===== config.mk =====
export PLATFORM = sky130hd
export DESIGN_NAME = integer_to_padded_ascii_core
export DESIGN_NICKNAME = d
export VERILOG_FILES = /design/src/hdl/ipa_pkg.sv /design/src/hdl/integer_to_padded_ascii_core.sv /design/src/hdl/ipa_front.sv /design/src/hdl/ipa_queue.sv /design/src/hdl/ipa_back.sv
export SDC_FILE = /design/constraint.sdc
export NUM_CORES = 1
export LEC_CHECK = 0
export ABC_CLOCK_PERIOD_IN_PS = 25100
export BUFFER_PORTS_ARGS = -buffer_cell sky130_fd_sc_hd__buf_2
export CAP_MARGIN = 20
export CORE_AREA = 2 2 256 258
export CTS_CLUSTER_SIZE = 16
export DETAILED_ROUTE_END_ITERATION = 6
export DIE_AREA = 0 0 258 260
export HOLD_SLACK_MARGIN = 0.15
export PLACE_DENSITY = 0.59
export SYNTH_ARGS = -nofsm -noshare
export SYNTH_HDL_FRONTEND = slang
export SYNTH_HIERARCHICAL = 1
export SYNTH_SLANG_ARGS = --single-unit

===== constraint.sdc =====
create_clock -name clk_i -period 25.1 [get_ports clk_i]
set_input_delay 2.51 -clock clk_i [delete_from_list [all_inputs] [get_ports clk_i]]
set_output_delay 2.51 -clock clk_i [all_outputs]
set_load 0.01 [all_outputs]

===== src/hdl/ipa_pkg.sv =====
package ipa_pkg;

  // Formatting limits
  localparam int MaxChars = 64;
  localparam int CntW     = $clog2(MaxChars + 1);

  // Value and digit buffer geometry
  localparam int ValW      = 64;
  localparam int IterW     = $clog2(ValW);
  localparam int DigitsBin = ValW;
  localparam int DigitsOct = (ValW + 2) / 3;
  localparam int DigitsHex = ValW / 4;
  localparam int DigitsDec = 20;
  localparam int BufW      = 4 * DigitsDec;
  localparam int OctLead   = 3 * DigitsOct - ValW;

  // Command queue depth between front and back
  localparam int QDepth = 2;

  // Radix request codes
  localparam logic [4:0] RadixCodeBin = 5'd2;
  localparam logic [4:0] RadixCodeOct = 5'd8;
  localparam logic [4:0] RadixCodeHex = 5'd16;

  // Characters
  localparam logic [7:0] ChSpace  = 8'h20;
  localparam logic [7:0] ChZero   = 8'h30;
  localparam logic [7:0] ChNine   = 8'h39;
  localparam logic [7:0] ChUpperA = 8'h41;
  localparam logic [7:0] ChUpperF = 8'h46;
  localparam logic [7:0] ChLowerA = 8'h61;
  localparam logic [7:0] ChLowerF = 8'h66;

  typedef enum logic [1:0] {
    RadixBin,
    RadixOct,
    RadixDec,
    RadixHex
  } radix_e;

  typedef struct packed {
    logic [ValW-1:0]   value;
    logic [4:0]        radix;
    logic              lowercase;
    logic [6:0]        field_width;
    logic signed [7:0] min_digits;
    logic [7:0]        pad_char;
    logic              left_align;
  } item_t;

  typedef struct packed {
    logic [7:0] out_char;
    logic       last_char;
  } result_t;

  // One formatted item, digits left-aligned in the buffer
  typedef struct packed {
    logic [BufW-1:0] digits;
    radix_e          radix;
    logic            lowercase;
    logic [CntW-1:0] num_digits;
    logic [CntW-1:0] num_zeros;
    logic [CntW-1:0] num_spaces;
    logic            left_align;
  } cmd_t;

  function automatic radix_e decode_radix(logic [4:0] code);
    radix_e r;
    unique case (code)
      RadixCodeBin: r = RadixBin;
      RadixCodeOct: r = RadixOct;
      RadixCodeHex: r = RadixHex;
      default:      r = RadixDec;
    endcase
    return r;
  endfunction

  // Most significant digit of a left-aligned buffer
  function automatic logic [3:0] top_digit(logic [BufW-1:0] buf_v, radix_e r);
    logic [3:0] d;
    unique case (r)
      RadixBin: d = {3'b000, buf_v[BufW-1]};
      RadixOct: d = {1'b0, buf_v[BufW-1 -: 3]};
      default:  d = buf_v[BufW-1 -: 4];
    endcase
    return d;
  endfunction

  // Drop the most significant digit
  function automatic logic [BufW-1:0] shift_digit(logic [BufW-1:0] buf_v, radix_e r);
    logic [BufW-1:0] s;
    unique case (r)
      RadixBin: s = buf_v << 1;
      RadixOct: s = buf_v << 3;
      default:  s = buf_v << 4;
    endcase
    return s;
  endfunction

  function automatic logic [7:0] digit_char(logic [3:0] d, logic lc);
    logic [7:0] c;
    if (d < 4'd10) begin
      c = ChZero + {4'b0000, d};
    end else if (lc) begin
      c = ChLowerA + {4'b0000, d - 4'd10};
    end else begin
      c = ChUpperA + {4'b0000, d - 4'd10};
    end
    return c;
  endfunction

endpackage


===== src/hdl/integer_to_padded_ascii_core.sv =====
// Formats one unsigned 64-bit value as printf-style text, one character per
// result beat. An item is taken when start is high and busy is low; busy stays
// high while the front end converts it: decimal runs a BCD shift-and-add over
// the value and then removes leading zero digits, while hex, octal and binary
// skip the conversion and only strip leading zero digits, one digit per cycle.
// A two-entry queue then lets the next item be converted while the back end
// loads and emits the previous one at one character per cycle, up to 64
// characters. When both queue entries are taken, the converted item waits
// in the front end and busy stays high until the back end frees an entry.
// Result beats cannot be held off: each is on the result port for exactly one
// cycle, with last_char set on the final character of an item. An item whose
// text is empty yields no beats at all.
module integer_to_padded_ascii_core import ipa_pkg::*; (
  input  logic    clk_i,
  input  logic    rst_ni,
  input  logic    start,
  output logic    busy,
  input  item_t   item_i,
  output logic    result_valid_o,
  output result_t result_o
);

  logic push, full, pop, empty;
  cmd_t push_cmd, head_cmd;

  ipa_front u_front (
    .clk_i  (clk_i),
    .rst_ni (rst_ni),
    .start  (start),
    .busy   (busy),
    .item_i (item_i),
    .push_o (push),
    .cmd_o  (push_cmd),
    .full_i (full)
  );

  ipa_queue u_queue (
    .clk_i   (clk_i),
    .rst_ni  (rst_ni),
    .push_i  (push),
    .cmd_i   (push_cmd),
    .full_o  (full),
    .pop_i   (pop),
    .empty_o (empty),
    .cmd_o   (head_cmd)
  );

  ipa_back u_back (
    .clk_i          (clk_i),
    .rst_ni         (rst_ni),
    .empty_i        (empty),
    .cmd_i          (head_cmd),
    .pop_o          (pop),
    .result_valid_o (result_valid_o),
    .result_o       (result_o)
  );

endmodule


===== src/hdl/ipa_front.sv =====
module ipa_front import ipa_pkg::*; (
  input  logic  clk_i,
  input  logic  rst_ni,
  input  logic  start,
  output logic  busy,
  input  item_t item_i,
  output logic  push_o,
  output cmd_t  cmd_o,
  input  logic  full_i
);

  typedef enum logic [3:0] {
    StIdle = 4'b0001,
    StConv = 4'b0010,
    StNorm = 4'b0100,
    StPush = 4'b1000
  } front_state_e;

  front_state_e    state_q, state_d;
  logic [ValW-1:0] val_q, val_d;
  logic [BufW-1:0] buf_q, buf_d;
  logic [IterW-1:0] iter_q, iter_d;
  logic [CntW-1:0] nd_q, nd_d;
  radix_e          radix_q, radix_d;
  logic            lc_q, lc_d;
  logic [CntW-1:0] width_q, width_d;
  logic [CntW-1:0] prec_q, prec_d;
  logic            prec_given_q, prec_given_d;
  logic            zero_pad_q, zero_pad_d;
  logic            left_q, left_d;
  logic            vzero_q, vzero_d;

  logic [BufW-1:0] bcd_adj;
  logic [BufW-1:0] load_buf;
  logic [CntW-1:0] nd_eff, zeros, spaces, body;

  assign busy = (state_q != StIdle);

  // Shift-and-add-3 correction on every BCD digit
  always_comb begin
    for (int i = 0; i < DigitsDec; i++) begin
      if (buf_q[4*i +: 4] >= 4'd5) begin
        bcd_adj[4*i +: 4] = buf_q[4*i +: 4] + 4'd3;
      end else begin
        bcd_adj[4*i +: 4] = buf_q[4*i +: 4];
      end
    end
  end

  assign load_buf = {item_i.value, {(BufW-ValW){1'b0}}};

  // Zero and space counts from the normalized digit count
  always_comb begin
    nd_eff = (prec_given_q && (prec_q == '0) && vzero_q) ? '0 : nd_q;
    zeros  = '0;
    spaces = '0;
    body   = nd_eff;
    if (prec_given_q) begin
      if (prec_q > nd_eff) begin
        zeros = prec_q - nd_eff;
      end
      body = nd_eff + zeros;
      if (width_q > body) begin
        spaces = width_q - body;
      end
    end else if (zero_pad_q) begin
      if (width_q > nd_eff) begin
        zeros = width_q - nd_eff;
      end
    end else begin
      if (width_q > nd_eff) begin
        spaces = width_q - nd_eff;
      end
    end
  end

  always_comb begin
    cmd_o.digits     = buf_q;
    cmd_o.radix      = radix_q;
    cmd_o.lowercase  = lc_q;
    cmd_o.num_digits = nd_eff;
    cmd_o.num_zeros  = zeros;
    cmd_o.num_spaces = spaces;
    cmd_o.left_align = left_q;
  end

  assign push_o = (state_q == StPush) && !full_i;

  // Sequencer: accept, convert (decimal only), normalize, hand over
  always_comb begin
    state_d      = state_q;
    val_d        = val_q;
    buf_d        = buf_q;
    iter_d       = iter_q;
    nd_d         = nd_q;
    radix_d      = radix_q;
    lc_d         = lc_q;
    width_d      = width_q;
    prec_d       = prec_q;
    prec_given_d = prec_given_q;
    zero_pad_d   = zero_pad_q;
    left_d       = left_q;
    vzero_d      = vzero_q;
    unique case (state_q)
      StIdle: begin
        if (start) begin
          radix_d      = decode_radix(item_i.radix);
          lc_d         = item_i.lowercase;
          width_d      = (item_i.field_width > 7'(MaxChars)) ?
                         CntW'(MaxChars) : CntW'(item_i.field_width);
          prec_given_d = !item_i.min_digits[7];
          prec_d       = (item_i.min_digits[6:0] > 7'(MaxChars)) ?
                         CntW'(MaxChars) : CntW'(item_i.min_digits[6:0]);
          zero_pad_d   = (item_i.pad_char == ChZero);
          left_d       = item_i.left_align;
          vzero_d      = (item_i.value == '0);
          val_d        = item_i.value;
          iter_d       = '0;
          unique case (decode_radix(item_i.radix))
            RadixBin: begin
              buf_d   = load_buf;
              nd_d    = CntW'(DigitsBin);
              state_d = StNorm;
            end
            RadixOct: begin
              buf_d   = load_buf >> OctLead;
              nd_d    = CntW'(DigitsOct);
              state_d = StNorm;
            end
            RadixHex: begin
              buf_d   = load_buf;
              nd_d    = CntW'(DigitsHex);
              state_d = StNorm;
            end
            default: begin
              buf_d   = '0;
              nd_d    = CntW'(DigitsDec);
              state_d = StConv;
            end
          endcase
        end
      end
      StConv: begin
        buf_d  = {bcd_adj[BufW-2:0], val_q[ValW-1]};
        val_d  = val_q << 1;
        iter_d = iter_q + 1'b1;
        if (iter_q == IterW'(ValW - 1)) begin
          state_d = StNorm;
        end
      end
      StNorm: begin
        if ((nd_q > CntW'(1)) && (top_digit(buf_q, radix_q) == 4'd0)) begin
          buf_d = shift_digit(buf_q, radix_q);
          nd_d  = nd_q - 1'b1;
        end else begin
          state_d = StPush;
        end
      end
      StPush: begin
        if (!full_i) begin
          state_d = StIdle;
        end
      end
      default: state_d = StIdle;
    endcase
  end

  always_ff @(posedge clk_i or negedge rst_ni) begin
    if (!rst_ni) begin
      state_q <= StIdle;
    end else begin
      state_q <= state_d;
    end
  end

  always_ff @(posedge clk_i) begin
    val_q        <= val_d;
    buf_q        <= buf_d;
    iter_q       <= iter_d;
    nd_q         <= nd_d;
    radix_q      <= radix_d;
    lc_q         <= lc_d;
    width_q      <= width_d;
    prec_q       <= prec_d;
    prec_given_q <= prec_given_d;
    zero_pad_q   <= zero_pad_d;
    left_q       <= left_d;
    vzero_q      <= vzero_d;
  end

endmodule


===== src/hdl/ipa_queue.sv =====
module ipa_queue import ipa_pkg::*; (
  input  logic clk_i,
  input  logic rst_ni,
  input  logic push_i,
  input  cmd_t cmd_i,
  output logic full_o,
  input  logic pop_i,
  output logic empty_o,
  output cmd_t cmd_o
);

  localparam int PtrW = $clog2(QDepth);
  localparam int FillW = $clog2(QDepth + 1);

  cmd_t             entry_q [QDepth];
  logic [PtrW-1:0]  wr_q, wr_d;
  logic [PtrW-1:0]  rd_q, rd_d;
  logic [FillW-1:0] fill_q, fill_d;

  assign full_o  = (fill_q == FillW'(QDepth));
  assign empty_o = (fill_q == '0);
  assign cmd_o   = entry_q[rd_q];

  // Pointer and fill bookkeeping
  always_comb begin
    wr_d   = wr_q;
    rd_d   = rd_q;
    fill_d = fill_q;
    if (push_i) begin
      wr_d = (wr_q == PtrW'(QDepth - 1)) ? '0 : wr_q + 1'b1;
    end
    if (pop_i) begin
      rd_d = (rd_q == PtrW'(QDepth - 1)) ? '0 : rd_q + 1'b1;
    end
    if (push_i && !pop_i) begin
      fill_d = fill_q + 1'b1;
    end else if (pop_i && !push_i) begin
      fill_d = fill_q - 1'b1;
    end
  end

  always_ff @(posedge clk_i or negedge rst_ni) begin
    if (!rst_ni) begin
      wr_q   <= '0;
      rd_q   <= '0;
      fill_q <= '0;
    end else begin
      wr_q   <= wr_d;
      rd_q   <= rd_d;
      fill_q <= fill_d;
    end
  end

  always_ff @(posedge clk_i) begin
    if (push_i) begin
      entry_q[wr_q] <= cmd_i;
    end
  end

endmodule


===== src/hdl/ipa_back.sv =====
module ipa_back import ipa_pkg::*; (
  input  logic    clk_i,
  input  logic    rst_ni,
  input  logic    empty_i,
  input  cmd_t    cmd_i,
  output logic    pop_o,
  output logic    result_valid_o,
  output result_t result_o
);

  logic            active_q, active_d;
  logic [BufW-1:0] buf_q, buf_d;
  radix_e          radix_q, radix_d;
  logic            lc_q, lc_d;
  logic [CntW-1:0] lead_q, lead_d;
  logic [CntW-1:0] zer_q, zer_d;
  logic [CntW-1:0] dig_q, dig_d;
  logic [CntW-1:0] trail_q, trail_d;
  logic [CntW-1:0] rem_q, rem_d;
  logic            valid_q, valid_d;
  result_t         res_q, res_d;
  logic [CntW-1:0] total;

  assign pop_o = !active_q && !empty_i;
  assign total = cmd_i.num_spaces + cmd_i.num_zeros + cmd_i.num_digits;

  // Emit one beat per cycle: leading spaces, zeros, digits, trailing spaces
  always_comb begin
    active_d = active_q;
    buf_d    = buf_q;
    radix_d  = radix_q;
    lc_d     = lc_q;
    lead_d   = lead_q;
    zer_d    = zer_q;
    dig_d    = dig_q;
    trail_d  = trail_q;
    rem_d    = rem_q;
    valid_d  = 1'b0;
    res_d    = res_q;
    if (pop_o) begin
      buf_d    = cmd_i.digits;
      radix_d  = cmd_i.radix;
      lc_d     = cmd_i.lowercase;
      lead_d   = cmd_i.left_align ? '0 : cmd_i.num_spaces;
      trail_d  = cmd_i.left_align ? cmd_i.num_spaces : '0;
      zer_d    = cmd_i.num_zeros;
      dig_d    = cmd_i.num_digits;
      rem_d    = total;
      active_d = (total != '0);
    end else if (active_q) begin
      valid_d         = 1'b1;
      res_d.last_char = (rem_q == CntW'(1));
      rem_d           = rem_q - 1'b1;
      active_d        = (rem_q != CntW'(1));
      if (lead_q != '0) begin
        res_d.out_char = ChSpace;
        lead_d         = lead_q - 1'b1;
      end else if (zer_q != '0) begin
        res_d.out_char = ChZero;
        zer_d          = zer_q - 1'b1;
      end else if (dig_q != '0) begin
        res_d.out_char = digit_char(top_digit(buf_q, radix_q), lc_q);
        buf_d          = shift_digit(buf_q, radix_q);
        dig_d          = dig_q - 1'b1;
      end else begin
        res_d.out_char = ChSpace;
        trail_d        = trail_q - 1'b1;
      end
    end
  end

  assign result_valid_o = valid_q;
  assign result_o       = res_q;

  always_ff @(posedge clk_i or negedge rst_ni) begin
    if (!rst_ni) begin
      active_q <= 1'b0;
      valid_q  <= 1'b0;
    end else begin
      active_q <= active_d;
      valid_q  <= valid_d;
    end
  end

  always_ff @(posedge clk_i) begin
    buf_q   <= buf_d;
    radix_q <= radix_d;
    lc_q    <= lc_d;
    lead_q  <= lead_d;
    zer_q   <= zer_d;
    dig_q   <= dig_d;
    trail_q <= trail_d;
    rem_q   <= rem_d;
    res_q   <= res_d;
  end

endmodule


==> results of run 1 <==
[per-layer routing]
| layer | up-vias | GRT usage | part of all wire |
|---|---|---|---|
| met5 | - | 0 | 0 |
| met4 | 0 | 0.0519 | 0.019 |
| met3 | 78 | 0.0334 | 0.061 |
| met2 | 521 | 0.304 | 0.44 |
| met1 | 9534 | 0.296 | 0.48 |
| li1 | 9601 | - | - |
[worst paths after layout]
check	start	end	slack (ns)	cells after the start
setup / recovery	u_front/prec_q[2]$_SDFFCE_PN0P_	u_queue/entry_q[1][7]$_DFFE_PP_	19.45	20
hold / removal	u_front/left_q$_DFFE_PP_	u_queue/entry_q[0][0]$_DFFE_PP_	0.46	0
setup reg to reg	u_front/prec_q[2]$_SDFFCE_PN0P_	u_queue/entry_q[1][7]$_DFFE_PP_	19.45	20
hold reg to reg	u_front/left_q$_DFFE_PP_	u_queue/entry_q[0][0]$_DFFE_PP_	0.46	0
max in group asynchronous	rst_ni	u_queue/rd_q$_DFFE_PN0P_	22.93	1
min in group asynchronous	rst_ni	u_front/state_q[3]$_DFFE_PN0P_	1.83	1
[final cells by class]
cell class,count,area (sq um)
Clock buffer,72,1460
Inverter,97,367
Multi-Input combinational cell,1812,12200
Fill cell,5700,32500
Sequential cell,517,15500
Clock inverter,26,244
Tap cell,855,1070
Timing Repair Buffer,135,746
[critical path, stage by stage, from the launching register on]
cell	delay, ns
edfxtp_1	0.40
nor4_1	0.28
nand3b_1	0.11
or4_1	0.56
and2_2	0.31
ha_1	0.22
nand3b_1	0.19
a21oi_1	0.19
o22ai_2	0.15
or2_2	0.34
fa_1	0.44
nor2b_1	0.19
nor3_1	0.08
o21bai_1	0.18
a21oi_1	0.11
xnor3_1	0.34
ha_1	0.38
nand3_1	0.11
o21bai_1	0.18
a21o_1	0.23
o32ai_1	0.41
[cell usage in the layout, fill, tap and decap left out, drive strengths merged, types with 35 or more instances in the layout]
cell / synthesis / routed
buf: 72 / 135
nor3b: 35 / 35
mux2: 105 / 105
edfxtp: 507 / 507
inv: 97 / 99
nand2: 388 / 388
mux2i: 158 / 158
a22oi: 89 / 89
o21ai: 204 / 204
a21oi: 169 / 169
clkbuf: 85 / 72
o211ai: 54 / 54
nor2: 152 / 152
ha: 90 / 90
xnor2: 49 / 49
[state kept, by name, summed over array words and instances (netlist names), 6 cells and up]
signal           flops
u_front/prec_q       7
u_back/zer_q         7
u_front/buf_q       80
u_front/iter_q       6
u_back/result_o      8
u_back/dig_q         7
u_back/lead_q        7
u_front/width_q      7
u_front/nd_q         7
u_queue/entry_q    210
u_back/rem_q         7
u_back/buf_q        80
u_front/val_q       64
[power by group through the flow]
stage / combinational (mW) / sequential [mW] / clock (mW)
2_1_floorplan: 0.00773 / 0.952 / 0
6_report: 0.0279 / 0.934 / 0.783
3_3_place_gp: 0.0274 / 0.952 / 0
5_1_grt: 0.0298 / 0.933 / 0.837
3_5_place_dp: 0.0277 / 0.952 / 0
4_1_cts: 0.0277 / 0.933 / 0.806
[cell families (layout without fill, tap and decap cells)]
logic type	count (synthesis)	in the layout
compound gates	636	636
xor+xnor	77	77
fa+ha+maj	101	101
buf+inv	254	330
flops	517	517
mux	263	263
other cells	1	1
simple gates	734	734
[through the flow]
stage	setup WS, ns	hold slack (ns)	utilization
2_1_floorplan	15.81	0.443	-
3_3_place_gp	19.63	0.431	0.466
3_5_place_dp	19.51	0.450	0.466
4_1_cts	19.49	0.464	0.493
5_1_grt	19.10	0.471	0.493
6_report	19.45	0.460	0.493
==> impl_summary.md, run 1 <==
Synth
The fraction of registers with async set or reset after synthesis is 0.0193. Of the total synthesized cell area, the portion taken by full adders, half adders and majority gates is 0.0468. By area, the combinational part of the netlist is dominated by compound AO/OA/AOI/OAI gates.

Measured against the total synthesized area, the mux share comes to 0.101. The synthesized netlist occupies a cell area of 28800 sq um. The most used flip-flop cell after synthesis is edfxtp_1. Of the total synthesized cell area, the portion taken by AND, OR, NAND and NOR gates is 0.116. The synthesized design contains 517 register bits. The number of flops mapped to enable cells by yosys is between 500 and 600. By count the netlist is led by edfxtp_1, nand2_1, o21ai_0. By area the synthesized netlist is led by edfxtp_1, mux2i_1, nand2_1. Among all cell types in the netlist, the one instantiated most often is edfxtp_1. The number of nets handed over by synthesis was 2781.

In this run the mean area of a mapped cell was roughly 11 sq um. The fraction of the mapped netlist area in compound gates is 0.136. The number of distinct library cells after synthesis is 79. Of the synthesized area, sequential elements account for 0.538. The fraction of synthesized cell area taken by the top area cell type is 0.529.

In the synthesized netlist, the number of instances is approximately 2600. The total number of yosys warnings is 6. The largest area contributor in the synthesized netlist is edfxtp_1. Of the total synthesized cell area, the portion taken by XOR and XNOR cells is 0.0239.

Worst setup path
STA classifies the critical path startpoint as a register. At the worst endpoint, the required time is 25.48 ns. The type of element capturing the critical path is a register. Along the worst path, the maximum fanout reaches 8.

Data on the critical path arrives at its endpoint at approximately 6 ns. The critical setup path kind is reg -> reg.

Detailed routing
The average vias per placed instance is between 5 and 6. The first TritonRoute pass finished after 6 iterations. For this run, design rule violations remaining after detail routing come to 0.

The final route contains 19734 vias. After detailed routing, the average wire length per cell comes to 19.3 um. Wires add up to between 60 and 70 mm.

The violation count after the first detailed-route iteration is 1840. The detail route stage leaves a number of antenna-violating nets equal to 0.

Power and ir drop
The share of total power dissipated in sequential elements is 0.535. The share of total power dissipated in combinational logic is 0.016. The cell internal power dissipation is 1.39 mW. The power dissipated by switching net loads is 0.353 mW.

The power per cell area is 55.2 nW/um^2. Of the total power, the share spent switching nets is 0.202. Power comes to roughly 1.7 mW. The share of total power dissipated in the clock network is 0.449. For this design the static power due to leakage is 11.8 nW. The largest voltage drop on the vdd net is 0.0551 mV.

STA
The final number of setup-violating endpoints is 0. The total negative slack for setup checks is 0 ns. The max-slew violation count came to 0. The period utilization is 0.225.

The slew at the pin closest to its max-slew limit is 1.12 ns. Based on the critical path, the design can be clocked at up to approximately 180 MHz. For the finished layout, the period the worst path requires is 5.65 ns. For the final database, setup skew stands at 0.0207 ns. The number of hold violations in the final report is 0. The worst max-slew margin expressed relative to the limit is 0.255. Setup repair after global routing left no endpoint under its margin.

Placed design
The placed cell area is 29900 sq um. The weighted congestion reported at the end of routability-driven placement is a little over 0.8. The detailed-placement wirelength estimate is around 46 mm. In this run, placement finished with an instance count of roughly 3400. Input and output buffers added on the ports amount to ~110.

Final layout
Once layout is done, the placed cells without fillers occupy 31600 sq um. The finished layout holds 3514 standard cells, fillers aside. The final layout net count is 2815.

In the final layout, the share of cells above drive strength 1 is 0.128. The area growth from synthesis to layout is 9.86%. The total inserted antenna cells is 0.

Clock tree
The number of clock buffers added by TritonCTS is 54. The number of sinks driven by the clock tree is 517. The clock latency of the later-clocked register in the worst-skew pair is 0.61 ns. The maximum clock insertion buffer count is 3. In this run the post-CTS setup repair buffer count came out at 0.

The root buffer selected by CTS is clkbuf_16. The total of cells resized after clock tree synthesis is 0. The clock edge transition at the registers on the reported setup and hold paths is 0.06 ns. The cts-stage hold buffer count is 0. In this run the number of H-tree levels came out at 2. The TritonCTS clock tree is done.

Status
The flow ran to the end, and the final reports show no timing, DRC or antenna violations.

Floorplan
The number of core rows is 93. The die height is around 260 um. The full die area is about 67000 sq um. The standard cell core area is 64100 sq um. During I/O placement, the number of pins put on the boundary was 108. The die width is 258 um. The initial core utilization is 0.449.

GRT
The initial antenna violation count is 0. The first-pass GRT wire length is 107 mm. The via count of the first global-routing pass is 19064. The total routing usage reported by global routing is 0.200. The total overflow reported by the global router is 0. Entering global routing, the biggest net connects 102 pins.

Job
Max-cap violations in this run came to 0.

Min path
The min-delay analysis places its worst path in the category reg -> reg.
(Power assumes the default switching activity.)
==> inputs of run 2 (changes only) <==
--- a/config.mk
+++ b/config.mk
@@ -5,7 +5,7 @@
 export SDC_FILE = /design/constraint.sdc
 export NUM_CORES = 1
 export LEC_CHECK = 0
-export ABC_CLOCK_PERIOD_IN_PS = 25100
+export ABC_CLOCK_PERIOD_IN_PS = 5370
 export BUFFER_PORTS_ARGS = -buffer_cell sky130_fd_sc_hd__buf_2
 export CAP_MARGIN = 20
 export CORE_AREA = 2 2 256 258
==> constraint.sdc (replaced) <==
create_clock -name clk_i -period 5.37 [get_ports clk_i]
set_input_delay 0.537 -clock clk_i [delete_from_list [all_inputs] [get_ports clk_i]]
set_output_delay 0.537 -clock clk_i [all_outputs]
set_load 0.01 [all_outputs]
==> impl_summary.md, run 2 (synthesis gave the netlist of run 1 again) <==
Final layout
The sequential cell area is 15500 sq um (unchanged). The top register by number of flip-flops is u_queue/entry_q (unchanged). The most common cell after layout, fill and taps aside is edfxtp_1 (unchanged). The count of filler cells inserted in the layout is 5668 (was 5700).

Registers with the most flip-flops: u_queue/entry_q: 210 flops, u_back/buf_q: 80 flops, u_front/buf_q: 80 flops (unchanged). The area growth from synthesis to layout was 10.9% (was 9.86%). The flip-flop count of the largest register, all copies and words added is 210 (unchanged). The share of post-route cells with drive strength above 1 is 0.134 (was 0.128).

The multi-input gate area in the final layout is 12300 sq um (was 12200 sq um). The total inserted antenna cells came to 0 (unchanged). Highest-count cells in the layout ignoring fill and taps: edfxtp_1, nand2_1, o21ai_0, a21oi_1, mux2i_1 (unchanged). The final layout net count is 2826 (was 2815).

STA
The fmax came to 196 MHz (was 177 MHz). The period utilization is 0.948 (was 0.225). The final critical path time including I/O delays and setup is 5.09 ns (was 5.65 ns). The final critical-path setup slack is 0.279 ns (was 19.45 ns).

The final number of setup-violating endpoints is 0 (unchanged). The slew at the pin closest to its max-slew limit is 1.03 ns (was 1.12 ns). The max-slew violation count is 0 (unchanged). The worst max-slew margin expressed relative to the limit is 0.303 (was 0.255). The clock skew after layout was 0.0179 ns (was 0.0207 ns). The number of hold violations in the final report is 0 (unchanged).

Worst setup path
The largest driver fanout on the critical path is 7 (was 8). The startpoint of the worst-slack reg-to-reg timing path is u_front/prec_q[2]$_SDFFCE_PN0P_ (unchanged). The worst-case register-to-register setup slack is 0.28 ns (was 19.45 ns). The required time of the critical path came to 5.71 ns (was 25.48 ns). The reg-to-reg critical path endpoint is u_queue/entry_q[0][2]$_DFFE_PP_ (was u_queue/entry_q[1][7]$_DFFE_PP_). The type of element capturing the critical path is a register (unchanged). The critical setup path kind is reg -> reg (unchanged). The critical path launch point is u_front/prec_q[2]$_SDFFCE_PN0P_ (unchanged). The kind of start point of the critical path was a register (unchanged). The number of cells traversed by the worst register-to-register path is 18 (was 20). The critical path arrival is 5.43 ns (was 6.03 ns).

Min path
The worst hold endpoint is u_front/zero_pad_q$_DFFE_PP_ (was u_queue/entry_q[0][0]$_DFFE_PP_). The cell depth of the worst min-delay path is 2 (was 0). The startpoint of the worst hold path was item_i[8] (was u_front/left_q$_DFFE_PP_).

The type of the worst min-delay path is in -> reg (was reg -> reg).

Detailed routing
The antenna violation net count after detailed routing was 0 (unchanged). The per-cell routed wire length is 19.4 um (was 19.3 um). The vias after detailed routing is 19793 (was 19734). The number of iterations in the first detailed-routing pass is 6 (unchanged). The wire length after detailed routing is 68.5 mm (was 67.9 mm).

The total DRC errors in the routed layout is 0 (unchanged). The violation count after the first detailed-route iteration came to 1559 (was 1840). The average vias per placed instance is 5.62 (about the same).

Clock tree
The clock latency of the later-clocked register in the worst-skew pair is 0.62 ns (was 0.61 ns). The H-tree depth is 2 (unchanged). The maximum clock insertion buffer count was 3 (unchanged). The TritonCTS clock tree is done (unchanged).

The root buffer selected by CTS is clkbuf_16 (unchanged). The number of sinks driven by the clock tree is 517 (unchanged). The number of buffers added by the clock tree synthesis step came to 56 (was 54). The clock edge transition at the registers on the reported setup and hold paths is 0.06 ns (about the same).

Floorplan
The die width is 258 um (unchanged). The number of top-level pins is 108 (unchanged). The die height is 260 um (unchanged). The full die area was 67100 sq um (unchanged). The standard cell core area is 64100 sq um (unchanged).

The number of core rows was 93 (unchanged). The initial core utilization was 0.449 (unchanged).

Power and ir drop
The power share of the sequential group came to 0.521 (was 0.535). The power per cell area is 263 nW/um^2 (was 55.2 nW/um^2). The combinational share of power came to 0.015 (was 0.016). The total power consumption of the routed design is 8.38 mW (was 1.74 mW).

The clock network fraction of design power was 0.464 (was 0.449). The cell internal power dissipation is 6.68 mW (was 1.39 mW). The leakage power figure came to 12.0 nW (was 11.8 nW). The switching portion of total power is 0.203 (was 0.202). The largest voltage drop on the vdd net was 0.240 mV (was 0.0551 mV). The power dissipated by switching net loads is 1.70 mW (was 0.353 mW).

GRT
The via count of the first global-routing pass is 18881 (was 19064). The pin count of the biggest net entering global routing is 146 (was 102). The total routing usage reported by global routing is 0.201 (was 0.200). The first-pass GRT wire length came to 107 mm (about the same). The initial antenna violation count is 1 (was 0). The total overflow reported by the global router is 0 (unchanged).

Job
The max-capacitance violation count is 0 (unchanged).

Placed design
The detailed-placement wirelength estimate is 45.1 mm (was 45.6 mm). The number of buffers added on ports is 106 (unchanged). The pre-CTS setup slack was -0.0919 ns (was 19.51 ns). The weighted congestion reported at the end of routability-driven placement is 0.850 (was 0.830).

Status
Run status: complete, no violations (unchanged).
-- run 2: cell types whose count changed in the layout (fill, tap and decap cells not counted), sizes merged --
| cell | previous run | this run |
|---|---|---|
| buf | 135 | 139 |
| bufinv | 4 | 7 |
| clkbuf | 72 | 71 |
| clkinv | 19 | 15 |
| dlygate4sd3 | 0 | 5 |
| inv | 99 | 103 |
-- run 2: what timing repair did --
item,4_1_cts,5_1_grt
hold buffers,5,0
buffers inserted,0,1
setup endpoints to repair,4,14
resized for setup,3,7
endpoints found under the hold margin,13,0
pin swaps,0,5
-- run 2: power groups by stage --
stage          sequential, mW  clock (mW)  combinational [mW]
3_5_place_dp             4.45           0               0.123
3_3_place_gp             4.45           0               0.122
5_1_grt                  4.36        4.12               0.138
6_report                 4.36        3.89               0.129
4_1_cts                  4.36        3.98               0.126
2_1_floorplan            4.45           0              0.0361
-- run 2: per-stage QoR --
| stage | util | hold slack, ns | std cells | TNS [ns] | instance area, sq um |
|---|---|---|---|---|---|
| 6_report | 0.498 | 0.200 | 3525 | 0 | 31900 |
| 5_1_grt | 0.498 | 0.175 | 3525 | -0.332 | 31900 |
| 4_1_cts | 0.497 | 0.157 | 3524 | 0 | 31900 |
| 3_5_place_dp | 0.468 | 0.431 | 3419 | -0.288 | 30000 |
| 3_3_place_gp | 0.468 | 0.427 | 3419 | 0 | 30000 |
| 2_1_floorplan | - | 0.241 | 2583 | 0 | 28800 |
-- run 2: how the worst max path moves through the flow --
stage | to | slack (ns) | cells after the start
floorplan | u_queue/entry_q[0][5]$_DFFE_PP_ | 0.46 | 21
global placement | u_queue/entry_q[0][7]$_DFFE_PP_ | 0.006 | 20
detailed placement | u_queue/entry_q[1][5]$_DFFE_PP_ | -0.09 | 20
CTS | u_queue/entry_q[0][5]$_DFFE_PP_ | 0.05 | 20
global route | u_queue/entry_q[0][7]$_DFFE_PP_ | -0.06 | 22
finish | u_queue/entry_q[0][2]$_DFFE_PP_ | 0.28 | 18
-- run 2: area by class of cell --
type | count | area share
Tap cell | 855 | 0.0335
Clock buffer | 71 | 0.0457
Sequential cell | 517 | 0.485
Timing Repair Buffer | 144 | 0.0279
Clock inverter | 29 | 0.0114
Multi-Input combinational cell | 1812 | 0.385
Inverter | 97 | 0.0115
-- run 2: layer usage --
| metal | wire, um | part of all wire | GRT usage | up-vias |
|---|---|---|---|---|
| met1 | 34500 | 0.50 | 0.313 | 9578 |
| met2 | 29100 | 0.42 | 0.291 | 502 |
| li1 | - | - | - | 9630 |
| met5 | 0 | 0 | 0 | - |
| met4 | 1210 | 0.018 | 0.0478 | 0 |
| met3 | 3730 | 0.054 | 0.0310 | 83 |
-- run 2: critical path, cell delays in order (launching register included) --
cell,delay [ns]
edfxtp_1,0.41
nor4_2,0.30
nand3b_1,0.11
or4_4,0.48
and2_2,0.27
ha_1,0.23
nand3b_1,0.23
a21boi_0,0.29
nor4_1,0.08
a311oi_1,0.51
nor2_1,0.10
ha_1,0.33
a21oi_1,0.17
xnor3_1,0.26
ha_1,0.31
buf_4,0.16
a21oi_1,0.18
a21o_1,0.24
o22ai_1,0.14
